$ cat config.mk
export PLATFORM = sky130hd
export DESIGN_NAME = multimode_one_pole_filter_cascade_flat
export DESIGN_NICKNAME = d
export VERILOG_FILES = /design/src/rtl/mopf_pkg.sv /design/src/rtl/mopf_in_if.sv /design/src/rtl/mopf_out_if.sv /design/src/rtl/multimode_one_pole_filter_cascade.sv /design/src/rtl/mopf_ctrl.sv /design/src/rtl/mopf_dp.sv /design/src/flat_wrapper.sv
export SDC_FILE = /design/constraint.sdc
export NUM_CORES = 2
export LEC_CHECK = 0
export BUFFER_PORTS_ARGS = -buffer_cell sky130_fd_sc_hd__buf_2
export CELL_PAD_IN_SITES_DETAIL_PLACEMENT = 0
export CELL_PAD_IN_SITES_GLOBAL_PLACEMENT = 2
export CORE_MARGIN = 10
export CORE_UTILIZATION = 44
export DETAILED_ROUTE_END_ITERATION = 12
export GPL_ROUTABILITY_DRIVEN = 0
export PLACE_DENSITY = 0.8
export RECOVER_POWER = 50
export REMOVE_ABC_BUFFERS = 1
export SYNTH_ARGS = -nofsm -noshare
export SYNTH_HDL_FRONTEND = slang
export SYNTH_SLANG_ARGS = --single-unit
$ cat constraint.sdc
create_clock -name clk -period 12.4 [get_ports clk]
set_clock_uncertainty 0.1 [all_clocks]
set_input_delay 1.86 -clock clk [delete_from_list [all_inputs] [get_ports clk]]
set_output_delay 1.86 -clock clk [all_outputs]
set_load 0.02 [all_outputs]
$ cat src/rtl/mopf_pkg.sv
// Shared types and constants for the multimode one-pole filter cascade.
// Holds register indexes, mode codes, datapath op codes and the
// command/status structs. No dependencies.
package mopf_pkg;

  // Default sizing, handed down to the top level
  localparam int MAX_STAGES_DEF  = 8;
  localparam int SAMPLE_BITS_DEF = 24;

  // Internal arithmetic widths
  localparam int STATE_W = 32;  // stage state, saturating
  localparam int DIFF_W  = 34;  // multiplier difference operand
  localparam int COEF_W  = 16;  // Q0.16 coefficients
  localparam int PROD_W  = 51;  // (COEF_W+1) x DIFF_W product
  localparam int ACC_W   = 36;  // state plus two rounded terms

  // Filter modes
  typedef logic [1:0] mode_t;
  localparam mode_t MODE_BYPASS = 2'd0;
  localparam mode_t MODE_LOW    = 2'd1;
  localparam mode_t MODE_HIGH   = 2'd2;
  localparam mode_t MODE_BAND   = 2'd3;

  // Register indexes on the configuration port
  typedef logic [1:0] reg_idx_t;
  localparam reg_idx_t REG_MODE   = 2'd0;
  localparam reg_idx_t REG_COUNT  = 2'd1;
  localparam reg_idx_t REG_CUTOFF = 2'd2;
  localparam reg_idx_t REG_RES    = 2'd3;

  // Register reset values
  localparam mode_t             MODE_RST   = MODE_LOW;
  localparam logic [3:0]        COUNT_RST  = 4'd1;
  localparam logic [COEF_W-1:0] CUTOFF_RST = 16'd9266;
  localparam logic [COEF_W-1:0] RES_RST    = 16'd0;

  // Datapath operations
  typedef logic [3:0] op_t;
  localparam op_t OP_NONE     = 4'd0;
  localparam op_t OP_LOAD     = 4'd1;   // take the input sample
  localparam op_t OP_READ     = 4'd2;   // read stage state
  localparam op_t OP_SET_LOW  = 4'd3;   // smooth the low state toward src
  localparam op_t OP_SET_BAND = 4'd4;   // smooth the band state toward src - low
  localparam op_t OP_MUL_Q1   = 4'd5;   // q1 * (target - state)
  localparam op_t OP_MUL_Q2   = 4'd6;   // add, then q2 * (state - history)
  localparam op_t OP_ADD      = 4'd7;   // add last rounded product
  localparam op_t OP_WR_LOW   = 4'd8;   // store low state, advance unless band
  localparam op_t OP_WR_BAND  = 4'd9;   // store band state, advance signal
  localparam op_t OP_OUT      = 4'd10;  // load the output register

  typedef struct packed {
    op_t op;
  } cmd_t;

  typedef struct packed {
    logic out_free;
  } sts_t;

endpackage

$ cat src/rtl/mopf_in_if.sv
// Input sample channel: valid/ready handshake with one signed sample.
// Depends on mopf_pkg for the default sample width.
interface mopf_in_if #(
  parameter int SAMPLE_BITS = mopf_pkg::SAMPLE_BITS_DEF
);
  logic                          valid;
  logic                          ready;
  logic signed [SAMPLE_BITS-1:0] sample_in;

  modport source (output valid, output sample_in, input ready);
  modport sink   (input valid, input sample_in, output ready);
endinterface

$ cat src/rtl/mopf_out_if.sv
// Output sample channel: valid/ready handshake with one signed sample.
// Depends on mopf_pkg for the default sample width.
interface mopf_out_if #(
  parameter int SAMPLE_BITS = mopf_pkg::SAMPLE_BITS_DEF
);
  logic                          valid;
  logic                          ready;
  logic signed [SAMPLE_BITS-1:0] sample_out;

  modport source (output valid, output sample_out, input ready);
  modport sink   (input valid, input sample_out, output ready);
endinterface

$ cat src/rtl/multimode_one_pole_filter_cascade.sv
// Top level of the multimode one-pole filter cascade: configuration
// registers, sequencer and datapath. Depends on mopf_pkg, mopf_in_if,
// mopf_out_if, mopf_ctrl and mopf_dp.
//
// Usage: samples (signed Q1.23 at the default width) enter on sample_ch and
// filtered samples leave on result_ch, one result per item, in order. The
// APB port sets mode, stage_count, cutoff_coeff and resonance_coeff; write it
// only while no item is in flight. A change of the effective stage count
// clears all stage state; a mode change keeps it.
// Schedule: one shared multiplier walks the stages one after another;
// band-pass runs a low then a band update per stage, resonance adds a
// multiply (in band-pass to the band update only), bypass skips the
// stages. The next item is accepted the cycle after the result is loaded.
// Reset: registers return to low-pass, one stage, cutoff 9266, no
// resonance, and all stage state reads as zero.
// Stall: the output register holds a result until taken; a finished item
// waits for that register, while input stays closed during processing.
module multimode_one_pole_filter_cascade #(
  parameter int MAX_STAGES  = mopf_pkg::MAX_STAGES_DEF,
  parameter int SAMPLE_BITS = mopf_pkg::SAMPLE_BITS_DEF
) (
  input  logic        clk,
  input  logic        rst,
  mopf_in_if.sink     sample_ch,
  mopf_out_if.source  result_ch,
  input  logic        psel,
  input  logic        penable,
  input  logic        pwrite,
  input  logic [3:0]  paddr,
  input  logic [31:0] pwdata,
  output logic [31:0] prdata,
  output logic        pready
);
  import mopf_pkg::*;

  localparam int SW = (MAX_STAGES > 1) ? $clog2(MAX_STAGES) : 1;

  mode_t             mode;
  logic [3:0]        stage_count;
  logic [COEF_W-1:0] cutoff_coeff;
  logic [COEF_W-1:0] resonance_coeff;

  reg_idx_t          idx;
  logic              wr;
  logic [3:0]        count_clamped;
  logic              clr;

  cmd_t              cmd;
  sts_t              sts;
  logic [SW-1:0]     stage;

  assign pready = 1'b1;
  assign idx    = paddr[3:2];
  assign wr     = psel && penable && pwrite && pready;

  // Clamp the requested stage count into 1..MAX_STAGES
  always_comb begin
    if (pwdata[3:0] == 4'd0) begin
      count_clamped = 4'd1;
    end else if (32'(pwdata[3:0]) > MAX_STAGES) begin
      count_clamped = 4'(MAX_STAGES);
    end else begin
      count_clamped = pwdata[3:0];
    end
  end

  // Drop stage state when the effective order changes
  assign clr = wr && (idx == REG_COUNT) && (count_clamped != stage_count);

  // Register writes
  always_ff @(posedge clk) begin
    if (rst) begin
      mode            <= MODE_RST;
      stage_count     <= COUNT_RST;
      cutoff_coeff    <= CUTOFF_RST;
      resonance_coeff <= RES_RST;
    end else if (wr) begin
      unique case (idx)
        REG_MODE:   mode            <= pwdata[1:0];
        REG_COUNT:  stage_count     <= count_clamped;
        REG_CUTOFF: cutoff_coeff    <= pwdata[COEF_W-1:0];
        REG_RES:    resonance_coeff <= pwdata[COEF_W-1:0];
        default: begin
        end
      endcase
    end
  end

  // Register reads
  always_comb begin
    unique case (idx)
      REG_MODE:   prdata = 32'(mode);
      REG_COUNT:  prdata = 32'(stage_count);
      REG_CUTOFF: prdata = 32'(cutoff_coeff);
      REG_RES:    prdata = 32'(resonance_coeff);
      default:    prdata = '0;
    endcase
  end

  mopf_ctrl #(
    .MAX_STAGES (MAX_STAGES)
  ) u_ctrl (
    .clk         (clk),
    .rst         (rst),
    .in_valid    (sample_ch.valid),
    .in_ready    (sample_ch.ready),
    .mode        (mode),
    .stage_count (stage_count),
    .res_on      (resonance_coeff != '0),
    .sts         (sts),
    .cmd         (cmd),
    .stage       (stage)
  );

  mopf_dp #(
    .MAX_STAGES  (MAX_STAGES),
    .SAMPLE_BITS (SAMPLE_BITS)
  ) u_dp (
    .clk        (clk),
    .rst        (rst),
    .cmd        (cmd),
    .stage      (stage),
    .mode       (mode),
    .q1         (cutoff_coeff),
    .q2         (resonance_coeff),
    .clr        (clr),
    .sample_in  (sample_ch.sample_in),
    .sample_out (result_ch.sample_out),
    .out_valid  (result_ch.valid),
    .out_ready  (result_ch.ready),
    .sts        (sts)
  );

endmodule

$ cat src/rtl/mopf_ctrl.sv
// Sequencer for the filter cascade: walks the stages one by one, issuing
// one datapath op per cycle unless idle or stalled. Depends on mopf_pkg.
module mopf_ctrl #(
  parameter int MAX_STAGES = mopf_pkg::MAX_STAGES_DEF,
  localparam int SW = (MAX_STAGES > 1) ? $clog2(MAX_STAGES) : 1
) (
  input  logic              clk,
  input  logic              rst,
  input  logic              in_valid,
  output logic              in_ready,
  input  logic [1:0]        mode,
  input  logic [3:0]        stage_count,
  input  logic              res_on,
  input  mopf_pkg::sts_t    sts,
  output mopf_pkg::cmd_t    cmd,
  output logic [SW-1:0]     stage
);
  import mopf_pkg::*;

  localparam logic [2:0] ST_IDLE   = 3'd0;
  localparam logic [2:0] ST_READ   = 3'd1;
  localparam logic [2:0] ST_SET    = 3'd2;
  localparam logic [2:0] ST_MUL1   = 3'd3;
  localparam logic [2:0] ST_MUL2   = 3'd4;
  localparam logic [2:0] ST_ADD    = 3'd5;
  localparam logic [2:0] ST_WR     = 3'd6;
  localparam logic [2:0] ST_FINISH = 3'd7;

  logic [2:0]    state, state_next;
  logic [SW-1:0] stage_next;
  logic          phase, phase_next;   // band-pass: 0 low update, 1 band update
  logic          band_low;            // low update inside a band-pass stage
  logic          last_stage;

  assign band_low   = (mode == MODE_BAND) && !phase;
  assign last_stage = (32'(stage) + 32'd1) == 32'(stage_count);
  assign in_ready   = (state == ST_IDLE);

  // Next state and datapath command
  always_comb begin
    state_next = state;
    stage_next = stage;
    phase_next = phase;
    cmd.op     = OP_NONE;
    unique case (state)
      ST_IDLE: begin
        if (in_valid) begin
          cmd.op     = OP_LOAD;
          stage_next = '0;
          phase_next = 1'b0;
          state_next = (mode == MODE_BYPASS) ? ST_FINISH : ST_READ;
        end
      end
      ST_READ: begin
        cmd.op     = OP_READ;
        state_next = ST_SET;
      end
      ST_SET: begin
        cmd.op     = phase ? OP_SET_BAND : OP_SET_LOW;
        state_next = ST_MUL1;
      end
      ST_MUL1: begin
        cmd.op     = OP_MUL_Q1;
        state_next = (res_on && !band_low) ? ST_MUL2 : ST_ADD;
      end
      ST_MUL2: begin
        cmd.op     = OP_MUL_Q2;
        state_next = ST_ADD;
      end
      ST_ADD: begin
        cmd.op     = OP_ADD;
        state_next = ST_WR;
      end
      ST_WR: begin
        cmd.op = phase ? OP_WR_BAND : OP_WR_LOW;
        if (band_low) begin
          phase_next = 1'b1;
          state_next = ST_SET;
        end else if (last_stage) begin
          state_next = ST_FINISH;
        end else begin
          stage_next = SW'(stage + 1'b1);
          phase_next = 1'b0;
          state_next = ST_READ;
        end
      end
      ST_FINISH: begin
        if (sts.out_free) begin
          cmd.op     = OP_OUT;
          state_next = ST_IDLE;
        end
      end
      default: state_next = ST_IDLE;
    endcase
  end

  // Hold state and stage position
  always_ff @(posedge clk) begin
    if (rst) begin
      state <= ST_IDLE;
      stage <= '0;
      phase <= 1'b0;
    end else begin
      state <= state_next;
      stage <= stage_next;
      phase <= phase_next;
    end
  end

endmodule

$ cat src/rtl/mopf_dp.sv
// Datapath of the filter cascade: stage state stores, one shared
// coefficient multiplier, accumulator and output register. Depends on mopf_pkg.
module mopf_dp #(
  parameter int MAX_STAGES  = mopf_pkg::MAX_STAGES_DEF,
  parameter int SAMPLE_BITS = mopf_pkg::SAMPLE_BITS_DEF,
  localparam int SW = (MAX_STAGES > 1) ? $clog2(MAX_STAGES) : 1
) (
  input  logic                          clk,
  input  logic                          rst,
  input  mopf_pkg::cmd_t                cmd,
  input  logic [SW-1:0]                 stage,
  input  logic [1:0]                    mode,
  input  logic [15:0]                   q1,
  input  logic [15:0]                   q2,
  input  logic                          clr,
  input  logic signed [SAMPLE_BITS-1:0] sample_in,
  output logic signed [SAMPLE_BITS-1:0] sample_out,
  output logic                          out_valid,
  input  logic                          out_ready,
  output mopf_pkg::sts_t                sts
);
  import mopf_pkg::*;

  localparam logic signed [ACC_W-1:0] ACC_HI = 36'sh0_7FFF_FFFF;
  localparam logic signed [ACC_W-1:0] ACC_LO = 36'shF_8000_0000;
  localparam logic signed [STATE_W-1:0] SMP_HI =
    STATE_W'((64'sd1 <<< (SAMPLE_BITS - 1)) - 64'sd1);
  localparam logic signed [STATE_W-1:0] SMP_LO = -SMP_HI - 32'sd1;

  function automatic logic signed [STATE_W-1:0] sat32(input logic signed [ACC_W-1:0] v);
    if (v > ACC_HI) begin
      return ACC_HI[STATE_W-1:0];
    end else if (v < ACC_LO) begin
      return ACC_LO[STATE_W-1:0];
    end
    return STATE_W'(v);
  endfunction

  // Stage state stores; prior-output history for resonance
  logic signed [STATE_W-1:0] low_mem  [MAX_STAGES];
  logic signed [STATE_W-1:0] band_mem [MAX_STAGES];
  logic signed [STATE_W-1:0] prev_mem [MAX_STAGES];
  logic [MAX_STAGES-1:0]     low_vld, band_vld, prev_vld;

  logic signed [STATE_W-1:0] rd_low, rd_band, rd_prev;
  logic signed [STATE_W-1:0] cur;     // state being smoothed
  logic signed [DIFF_W-1:0]  tgt;     // its target
  logic signed [STATE_W-1:0] src;     // running signal through the cascade
  logic signed [STATE_W-1:0] tlow;    // fresh low state in band-pass
  logic signed [ACC_W-1:0]   acc;
  logic signed [PROD_W-1:0]  prod;

  logic signed [COEF_W:0]    mul_coef;
  logic signed [DIFF_W-1:0]  mul_diff;
  logic signed [PROD_W-1:0]  prod_rnd;
  logic signed [ACC_W-1:0]   rnd_term;
  logic signed [ACC_W-1:0]   acc_sum;
  logic signed [STATE_W-1:0] acc_sat;
  logic signed [STATE_W-1:0] hp_next;
  logic signed [STATE_W-1:0] out_clip;

  // Select multiplier operands
  always_comb begin
    if (cmd.op == OP_MUL_Q2) begin
      mul_coef = {1'b0, q2};
      mul_diff = DIFF_W'(cur) - DIFF_W'(rd_prev);
    end else begin
      mul_coef = {1'b0, q1};
      mul_diff = tgt - DIFF_W'(cur);
    end
  end

  // Round product to sample scale (halves up), accumulate, saturate
  assign prod_rnd = prod + PROD_W'(32768);
  assign rnd_term = ACC_W'(prod_rnd >>> 16);
  assign acc_sum  = acc + rnd_term;
  assign acc_sat  = sat32(acc);
  assign hp_next  = sat32(ACC_W'(src) - ACC_W'(acc_sat));

  // Clip the running signal to the sample range
  always_comb begin
    if (src > SMP_HI) begin
      out_clip = SMP_HI;
    end else if (src < SMP_LO) begin
      out_clip = SMP_LO;
    end else begin
      out_clip = src;
    end
  end

  // Execute the command
  always_ff @(posedge clk) begin
    case (cmd.op)
      OP_LOAD: begin
        src <= STATE_W'(sample_in);
      end
      OP_READ: begin
        rd_low  <= low_vld[stage]  ? low_mem[stage]  : '0;
        rd_band <= band_vld[stage] ? band_mem[stage] : '0;
        rd_prev <= prev_vld[stage] ? prev_mem[stage] : '0;
      end
      OP_SET_LOW: begin
        cur <= rd_low;
        tgt <= DIFF_W'(src);
        acc <= ACC_W'(rd_low);
      end
      OP_SET_BAND: begin
        cur <= rd_band;
        tgt <= DIFF_W'(src) - DIFF_W'(tlow);
        acc <= ACC_W'(rd_band);
      end
      OP_MUL_Q1: begin
        prod <= PROD_W'(mul_coef) * PROD_W'(mul_diff);
      end
      OP_MUL_Q2: begin
        acc             <= acc_sum;
        prod            <= PROD_W'(mul_coef) * PROD_W'(mul_diff);
        prev_mem[stage] <= cur;
      end
      OP_ADD: begin
        acc <= acc_sum;
      end
      OP_WR_LOW: begin
        low_mem[stage] <= acc_sat;
        tlow           <= acc_sat;
        if (mode == MODE_LOW) begin
          src <= acc_sat;
        end else if (mode == MODE_HIGH) begin
          src <= hp_next;
        end
      end
      OP_WR_BAND: begin
        band_mem[stage] <= acc_sat;
        src             <= acc_sat;
      end
      OP_OUT: begin
        sample_out <= SAMPLE_BITS'(out_clip);
      end
      default: begin
      end
    endcase
  end

  // Valid bits: cleared at reset and on an order change
  always_ff @(posedge clk) begin
    if (rst || clr) begin
      low_vld  <= '0;
      band_vld <= '0;
      prev_vld <= '0;
    end else begin
      if (cmd.op == OP_WR_LOW) begin
        low_vld[stage] <= 1'b1;
      end
      if (cmd.op == OP_WR_BAND) begin
        band_vld[stage] <= 1'b1;
      end
      if (cmd.op == OP_MUL_Q2) begin
        prev_vld[stage] <= 1'b1;
      end
    end
  end

  // Output register: hold until taken
  always_ff @(posedge clk) begin
    if (rst) begin
      out_valid <= 1'b0;
    end else if (cmd.op == OP_OUT) begin
      out_valid <= 1'b1;
    end else if (out_ready) begin
      out_valid <= 1'b0;
    end
  end

  assign sts.out_free = !out_valid || out_ready;

endmodule

$ cat src/flat_wrapper.sv
// flat-port wrapper written by rule: the top's interface ports become plain ports
module multimode_one_pole_filter_cascade_flat import mopf_pkg::*;
#(
  parameter int MAX_STAGES  = mopf_pkg::MAX_STAGES_DEF,
  parameter int SAMPLE_BITS = mopf_pkg::SAMPLE_BITS_DEF
)
  (clk, rst, psel, penable, pwrite, paddr, pwdata, prdata, pready, sample_ch_valid, sample_ch_sample_in, sample_ch_ready, result_ch_valid, result_ch_sample_out, result_ch_ready);
  mopf_in_if #(.SAMPLE_BITS(SAMPLE_BITS)) sample_ch_i ();
  mopf_out_if #(.SAMPLE_BITS(SAMPLE_BITS)) result_ch_i ();
  input  logic clk;
  input  logic rst;
  input  logic psel;
  input  logic penable;
  input  logic pwrite;
  input  logic [3:0] paddr;
  input  logic [31:0] pwdata;
  output logic [31:0] prdata;
  output logic pready;
  input wire logic [$bits(sample_ch_i.valid)-1:0] sample_ch_valid;
  input wire logic [$bits(sample_ch_i.sample_in)-1:0] sample_ch_sample_in;
  output wire logic [$bits(sample_ch_i.ready)-1:0] sample_ch_ready;
  output wire logic [$bits(result_ch_i.valid)-1:0] result_ch_valid;
  output wire logic [$bits(result_ch_i.sample_out)-1:0] result_ch_sample_out;
  input wire logic [$bits(result_ch_i.ready)-1:0] result_ch_ready;
  assign sample_ch_i.valid = sample_ch_valid;
  assign sample_ch_i.sample_in = sample_ch_sample_in;
  assign sample_ch_ready = sample_ch_i.ready;
  assign result_ch_valid = result_ch_i.valid;
  assign result_ch_sample_out = result_ch_i.sample_out;
  assign result_ch_i.ready = result_ch_ready;
  multimode_one_pole_filter_cascade #(.MAX_STAGES(MAX_STAGES), .SAMPLE_BITS(SAMPLE_BITS)) u_core (.clk(clk), .rst(rst), .sample_ch(sample_ch_i), .result_ch(result_ch_i), .psel(psel), .penable(penable), .pwrite(pwrite), .paddr(paddr), .pwdata(pwdata), .prdata(prdata), .pready(pready));
endmodule
==> After elaboration in Yosys (flattened, before gate mapping) <==
Memories as Yosys holds them, arrays and structs flattened. A register that Yosys moved wholly into a read port is not among the register bits.
Cells that the tools add are included.
{ "word_totals": {"register_bits": 311, "latchBits": 0, "ram_bits": 768, "romBits": 0, "in_bits": 67, "word_cells": 166, "mem_count": 3} }
{ "classes": {"add_sub_neg": 8, "n_mul": 1, "n_div": 0, "order_cmp": 9, "eq_ne": 31, "shifts": 0, "n_mux": 58, "bitwise_logic": 3, "reduce_logical": 35} }
{ "mem_list": {"columns": ["memory", "words", "word_bits", "rd", "rd_ports_with_merged_regs", "wr", "line", "source"], "rows": [
  ["u_core.u_dp.band_mem", 8, 32, 1, 1, 1, "mopf_dp.sv:41", "logic signed [STATE_W-1:0] band_mem [MAX_STAGES];"],
  ["u_core.u_dp.low_mem", 8, 32, 1, 1, 1, "mopf_dp.sv:40", "logic signed [STATE_W-1:0] low_mem [MAX_STAGES];"],
  ["u_core.u_dp.prev_mem", 8, 32, 1, 1, 1, "mopf_dp.sv:42", "logic signed [STATE_W-1:0] prev_mem [MAX_STAGES];"]
]} }
{ "ops": {"columns": ["cell", "count"], "rows": [
  ["32-bit 2-to-1 mux", 8],
  ["32-bit one-hot mux with 4 select lines", 1],
  ["36-bit one-hot mux with 3 select lines", 1],
  ["32-bit by 32-bit subtractor with 33-bit output", 3],
  ["32-bit one-hot mux with 3 select lines", 1],
  ["34-bit one-hot mux with 2 select lines", 1],
  ["32-bit one-hot mux with 2 select lines", 1],
  ["51-bit by 17-bit adder with 51-bit output, second input constant", 1],
  ["17-bit by 34-bit multiplier with 51-bit output", 1],
  ["36-bit by 35-bit adder with 36-bit output", 1],
  ["36-bit by 32-bit > comparator with 1-bit output, second input constant", 1],
  ["36-bit by 32-bit less-than comparator with 1-bit output, second input constant", 1],
  ["34-bit 2-to-1 mux", 1],
  ["34-bit by 32-bit subtractor with 34-bit output", 1],
  ["33-bit by 32-bit > comparator with 1-bit output, second input constant", 1],
  ["33-bit by 32-bit less-than comparator with 1-bit output, second input constant", 1],
  ["32-bit by 24-bit > comparator with 1-bit output, second input constant", 1],
  ["32-bit by 24-bit less-than comparator with 1-bit output, second input constant", 1],
  ["4-bit one-hot mux with 8 select lines", 1],
  ["3-bit 2-to-1 mux", 9],
  ["24-bit 2-to-1 mux", 1],
  ["8-bit OR", 3],
  ["3-bit one-hot mux with 8 select lines", 1],
  ["1-bit 2-to-1 mux", 22],
  ["38 further kinds", 81]
]} }

==> Longest topological paths before layout <==
{ "depth": {"depth_word": 12, "depth_mapped": 36, "ltp_nobuf": 36} }

==> Modules after synthesis <==
Synthesis repeated with hierarchy kept, for this count alone.
{ "unflattened": {"cells_unflattened": 6201, "hier_area_um2": 71598.7} }
{ "modules_own_cells": {"columns": ["mod", "instances", "cells_each", "area_each_um2"], "rows": [
  ["mopf_dp", 1, 5891, 68906.1],
  ["multimode_one_pole_filter_cascade", 1, 228, 2078.2],
  ["mopf_ctrl", 1, 82, 614.3]
]} }

==> Worst setup path before layout <==
OpenSTA, ideal clock, no wires.
{ "synth_timing": {"kind": "register to register", "startpoint": "register u_core.u_dp.cur[0]", "endpoint": "register u_core.u_dp.prod[48], data pin", "setup_time_ps": 265, "arrival_time_ps": 8334, "t_required_ps": 12035, "path_slack_ps": 3701, "path_stages_with_launch": 34, "synth_period_minus_slack_ps": 8699, "path_cell_list": "edfxtp_1 > ha_1 > fa_1 > nor2b_1 > o2111ai_1 > and3_1 > o31ai_1 > a221oi_2 > o21ai_0 > a31oi_1 > xor2_1 > o21ai_0 > clkbuf_1 > nand2_1 > fa_1 > fa_1 > fa_1 > inv_1 > fa_1 > fa_1 > inv_1 > fa_1 > inv_1 > ha_1 > a211oi_1 > o21ai_0 > a41oi_1 > and4_1 > a21oi_1 > a41oi_1 > o21ai_0 > nor2_1 > o21ai_0 > xor2_1"} }
{ "synth_via": {"elab_chain_len": 3, "elab_cells_between_ends": 4, "classes_between": "add/sub: 2; mul: 1; mux: 1"} }
{ "synth_rtl": {"columns": ["element", "line", "source"], "rows": [
  ["start: declaration", "mopf_dp.sv:46", "logic signed [STATE_W-1:0] cur;"],
  ["start signal: assignment", "mopf_dp.sv:103", "cur <= rd_low;"],
  ["start signal: assignment", "mopf_dp.sv:108", "cur <= rd_band;"],
  ["34-bit by 32-bit subtractor with 34-bit output / 32-bit by 32-bit subtractor with 33-bit output (equally long branches)", "mopf_dp.sv:69, mopf_dp.sv:66", null],
  ["34-bit 2-to-1 mux *", "mopf_dp.sv:64", "if (cmd.op == OP_MUL_Q2) begin"],
  ["17-bit by 34-bit multiplier with 51-bit output *", "mopf_dp.sv:113, mopf_dp.sv:117", null],
  ["end signal: assignment", "mopf_dp.sv:113", "prod <= PROD_W'(mul_coef) * PROD_W'(mul_diff);"],
  ["end signal: assignment", "mopf_dp.sv:117", "prod <= PROD_W'(mul_coef) * PROD_W'(mul_diff);"],
  ["end: declaration", "mopf_dp.sv:51", "logic signed [PROD_W-1:0] prod;"]
]} }
Mark *: on every way between the ends. The rest lies on a longest branch, timed or not.
A chain may end at the register's enable or synchronous reset.

==> Worst setup path in the final report <==
{ "layout_timing": {"startpoint": "register u_core.u_ctrl.state[2]", "endpoint": "register u_core.u_dp.prod[48], data pin"} }
{ "layout_via": {"elab_chain_len": 5, "elab_cells_between_ends": 13, "classes_between": "mul: 1; eq/ne: 8; mux: 3; reduce/logical: 1"} }
{ "layout_rtl": {"columns": ["element", "line", "source"], "rows": [
  ["start: declaration", "mopf_ctrl.sv:29", "logic [2:0] state, state_next;"],
  ["start signal: assignment", "mopf_ctrl.sv:104", "state <= state_next;"],
  ["3-bit equality test (tied with other cells)", "mopf_ctrl.sv:45", "unique case (state)"],
  ["4-bit one-hot mux with 8 select lines *", "mopf_ctrl.sv:45", null],
  ["4-bit by 3-bit equality test with 1-bit output *", "mopf_dp.sv:64, mopf_dp.sv:93", null],
  ["16-bit 2-to-1 mux / 34-bit 2-to-1 mux (equally long branches)", "mopf_dp.sv:64", null],
  ["17-bit by 34-bit multiplier with 51-bit output *", "mopf_dp.sv:113, mopf_dp.sv:117", null]
]} }
Marked as above.

==> flow_summary.yaml <==
sta:
  finalHoldViolCount: 0
  setup-violations-final: 0
  tightestPinTransition_ns: 3.36
  maxSlewViolCount: 530
  period_share: 0.890
  totalNegativeSetupSlack_ns: 0
  setup_slack_ns: 1.36
  timing.slew.headroom: -1.24
  fin_crit_ns: 11.04
  fmax_ghz: 0.0906
  rsz0062_at_grt: "false"
global_route:
  grt_pass1_vias: 49500
  grt_pass1_wl_um: 325000
  antenna_found_initial: 2
  grt_usage: 0.245
  grt_max_degree: 91
  grt.overflow.total: 0
detailed_routing:
  ant_nets: 0
  drtIter0Drc: 4219
  wl_per_cell_um: 26.1
  drc_errors: 0
  num_vias: 48200
  dr.pass1.iters: 9
  wl_um: 217000
  viasPerCell: 5.79
logic_synthesis:
  synth_area_um2: 70600
  synth-edff-count: 1089
  avgSynthCellArea_um2: 11.5
  yosysWarnings: 0
  async_flop_share: 0
  ys_seq_area_frac: 0.483
  yosys_most_used_dff: "edfxtp_1"
  ys_types: 94
  ys_ff_latch: 1159
  synthesis.instances: 6121
cts:
  cts_resized: 0
  clock_latency_ns: 0.78
  cts_buffers: 119
  clock_path_buffers: 3
  path_clk_slew_ns: 0.06
  clockRootBuffer: "clkbuf_16"
  h-tree-depth: 3
  cts_tree: "built"
  cts_hold_buffers: 0
  cts.sinks: 1159
  cts_setup_buffers: 0
worst_setup_path:
  critPathKind: "flop to flop"
  critPathMaxStageDelay_ns: 0.88
  arrival_ns: 11.41
  cpMostUsedCell: "fa_1"
  crit_fanout: 26
  worst-path-buf-inv: 7
  start_kind: "flop"
  cp_slowest_cell: "a21oi_1"
  cp_top_family: "adder cells"
  worstSetupEndpointType: "flop"
  cp.required_ns: 12.77
placement:
  numPortBuffers: 90
  preCtsSetupSlack_ns: 1.58
  dp_hpwl_um: 152000
die:
  core_area_um2: 159000
  die_width_um: 421
  dieArea_um2: 177000
  io_pins: 126
  die_h_um: 421
  rows: 146
  start_util: 0.444
layout:
  area_delta_synth_final_pct: 10.1
  drive_above_1_share: 0.0761
  num_antenna_cells: 0
  fin_nets: 7031
  fillers: 14300
outcome:
  violations: "max-capacitance violations, max-slew violations"
  status: "complete, but fails checks"
job:
  max-cap-violations: 16
worst_hold_path:
  min_path_type: "flop to flop"
kinds of logic after synthesis:
kind of cell / synth area share
mux: 0.00441
flops: 0.483
compound gates: 0.140
other cells: 0.000106
fa+ha+maj: 0.198
simple gates: 0.0896
xor+xnor: 0.0266
buf+inv: 0.0586
Yosys cell counts, types with 24 or more instances:
cell / number / area share
o21bai_1: 24 / 0.0026
nor3_1: 36 / 0.0026
a22oi_1: 232 / 0.025
o21ai_0: 159 / 0.011
nor2b_1: 34 / 0.0030
a21oi_1: 251 / 0.018
nand3_1: 62 / 0.0044
a221oi_1: 101 / 0.013
nand2b_1: 29 / 0.0026
ha_1: 289 / 0.051
inv_1: 762 / 0.041
edfxtp_1: 1089 / 0.46
nand4_1: 26 / 0.0023
a21o_1: 92 / 0.0098
a22o_1: 122 / 0.015
nand2_1: 724 / 0.038
and2_1: 87 / 0.0077
o211ai_1: 37 / 0.0039
and3_1: 30 / 0.0027
o21a_1: 67 / 0.0071
xor2_1: 80 / 0.0099
xnor2_1: 131 / 0.016
o31ai_1: 25 / 0.0027
dfxtp_1: 70 / 0.020
clkbuf_1: 246 / 0.013
a31oi_1: 114 / 0.010
nor2_1: 322 / 0.017
fa_1: 514 / 0.15
worst register-to-register path: cells and delay by family (launching register included):
kind / cells / cell delay (ns)
xor gates and xnor gates: 1 / 0.16
DFF: 1 / 0.62
buffers and inverters: 7 / 1.60
adders and majority gates: 7 / 3.54
and+or+nand+nor: 5 / 1.68
AOI/OAI and AO/OA: 9 / 3.07
metal layers:
layer  GRT usage  routed length, um
met1       0.331              92100
met2       0.405             104000
met3      0.0287              13100
met4      0.0906               8580
met5           0                  0
placed cells by master (no fill, tap or decap), types with 119 or more instances in the layout:
cell       Yosys  routed
fa_1         514     514
xnor2_1      131     131
inv_1        762     762
clkbuf_16      0     119
a21oi_1      251     249
nand2_1      724     721
o21ai_0      159     155
edfxtp_1    1089    1089
a22o_1       122     122
ha_1         289     289
a22oi_1      232     232
nor2_1       322     295
worst paths after layout:
kind	endpoint	from	slack, ns	cells past startpoint
worst max-delay path	u_core.u_dp.prod[48]$_DFFE_PP_	u_core.u_ctrl.state[2]$_SDFFE_PP0P_	1.36	29
worst min-delay path	u_core.u_dp.prev_vld[3]$_SDFFE_PP0P_	u_core.u_dp.prev_vld[3]$_SDFFE_PP0P_	0.37	2
worst max register to register	u_core.u_dp.prod[48]$_DFFE_PP_	u_core.u_ctrl.state[2]$_SDFFE_PP0P_	1.36	29
worst min register to register	u_core.u_dp.prev_vld[3]$_SDFFE_PP0P_	u_core.u_dp.prev_vld[3]$_SDFFE_PP0P_	0.37	2
metrics by stage:
| step | instance area, um2 | std cells | util | hold slack (ns) |
|---|---|---|---|---|
| final | 77700 | 8330 | 0.489 | 0.370 |
| after floorplan | 69400 | 5827 | - | 0.340 |
| after detailed placement | 73700 | 8112 | 0.464 | 0.359 |
| after global placement | 73700 | 8112 | 0.464 | 0.349 |
| after global routing | 77700 | 8330 | 0.489 | 0.404 |
| after CTS | 77800 | 8330 | 0.490 | 0.374 |
area by class of cell:
| class | count | area (um2) | area share |
|---|---|---|---|
| timing repair buffer | 213 | 1330 | 0.0171 |
| multi-input combinational | 3906 | 32700 | 0.421 |
| sequential | 1159 | 34100 | 0.439 |
| clock inverter | 72 | 978 | 0.0126 |
| clock buffer | 146 | 3140 | 0.0404 |
| tap | 2072 | 2590 | 0.0334 |
| inverter | 762 | 2860 | 0.0368 |
registers in the layout, indices dropped and copies added (netlist names), 2 cells and up:
register	cells
u_core.mode	2
u_core.u_dp.acc	36
u_core.cutoff_coeff	16
u_core.u_dp.src	32
u_core.u_dp.prev_vld	8
u_core.u_dp.sample_out	24
u_core.u_ctrl.stage	3
u_core.u_dp.rd_low	32
u_core.u_dp.rd_band	32
u_core.u_dp.tgt	33
u_core.u_dp.prev_mem	256
u_core.u_ctrl.state	3
u_core.u_dp.band_vld	8
u_core.u_dp.band_mem	256
u_core.u_dp.rd_prev	32
u_core.u_dp.low_vld	8
u_core.u_dp.cur	32
u_core.resonance_coeff	16
u_core.u_dp.low_mem	256
u_core.u_dp.tlow	32
u_core.stage_count	4
u_core.u_dp.prod	36
Power is not shown: default switching activity piles up to over one toggle a cycle in this logic, so the estimate is an artifact.
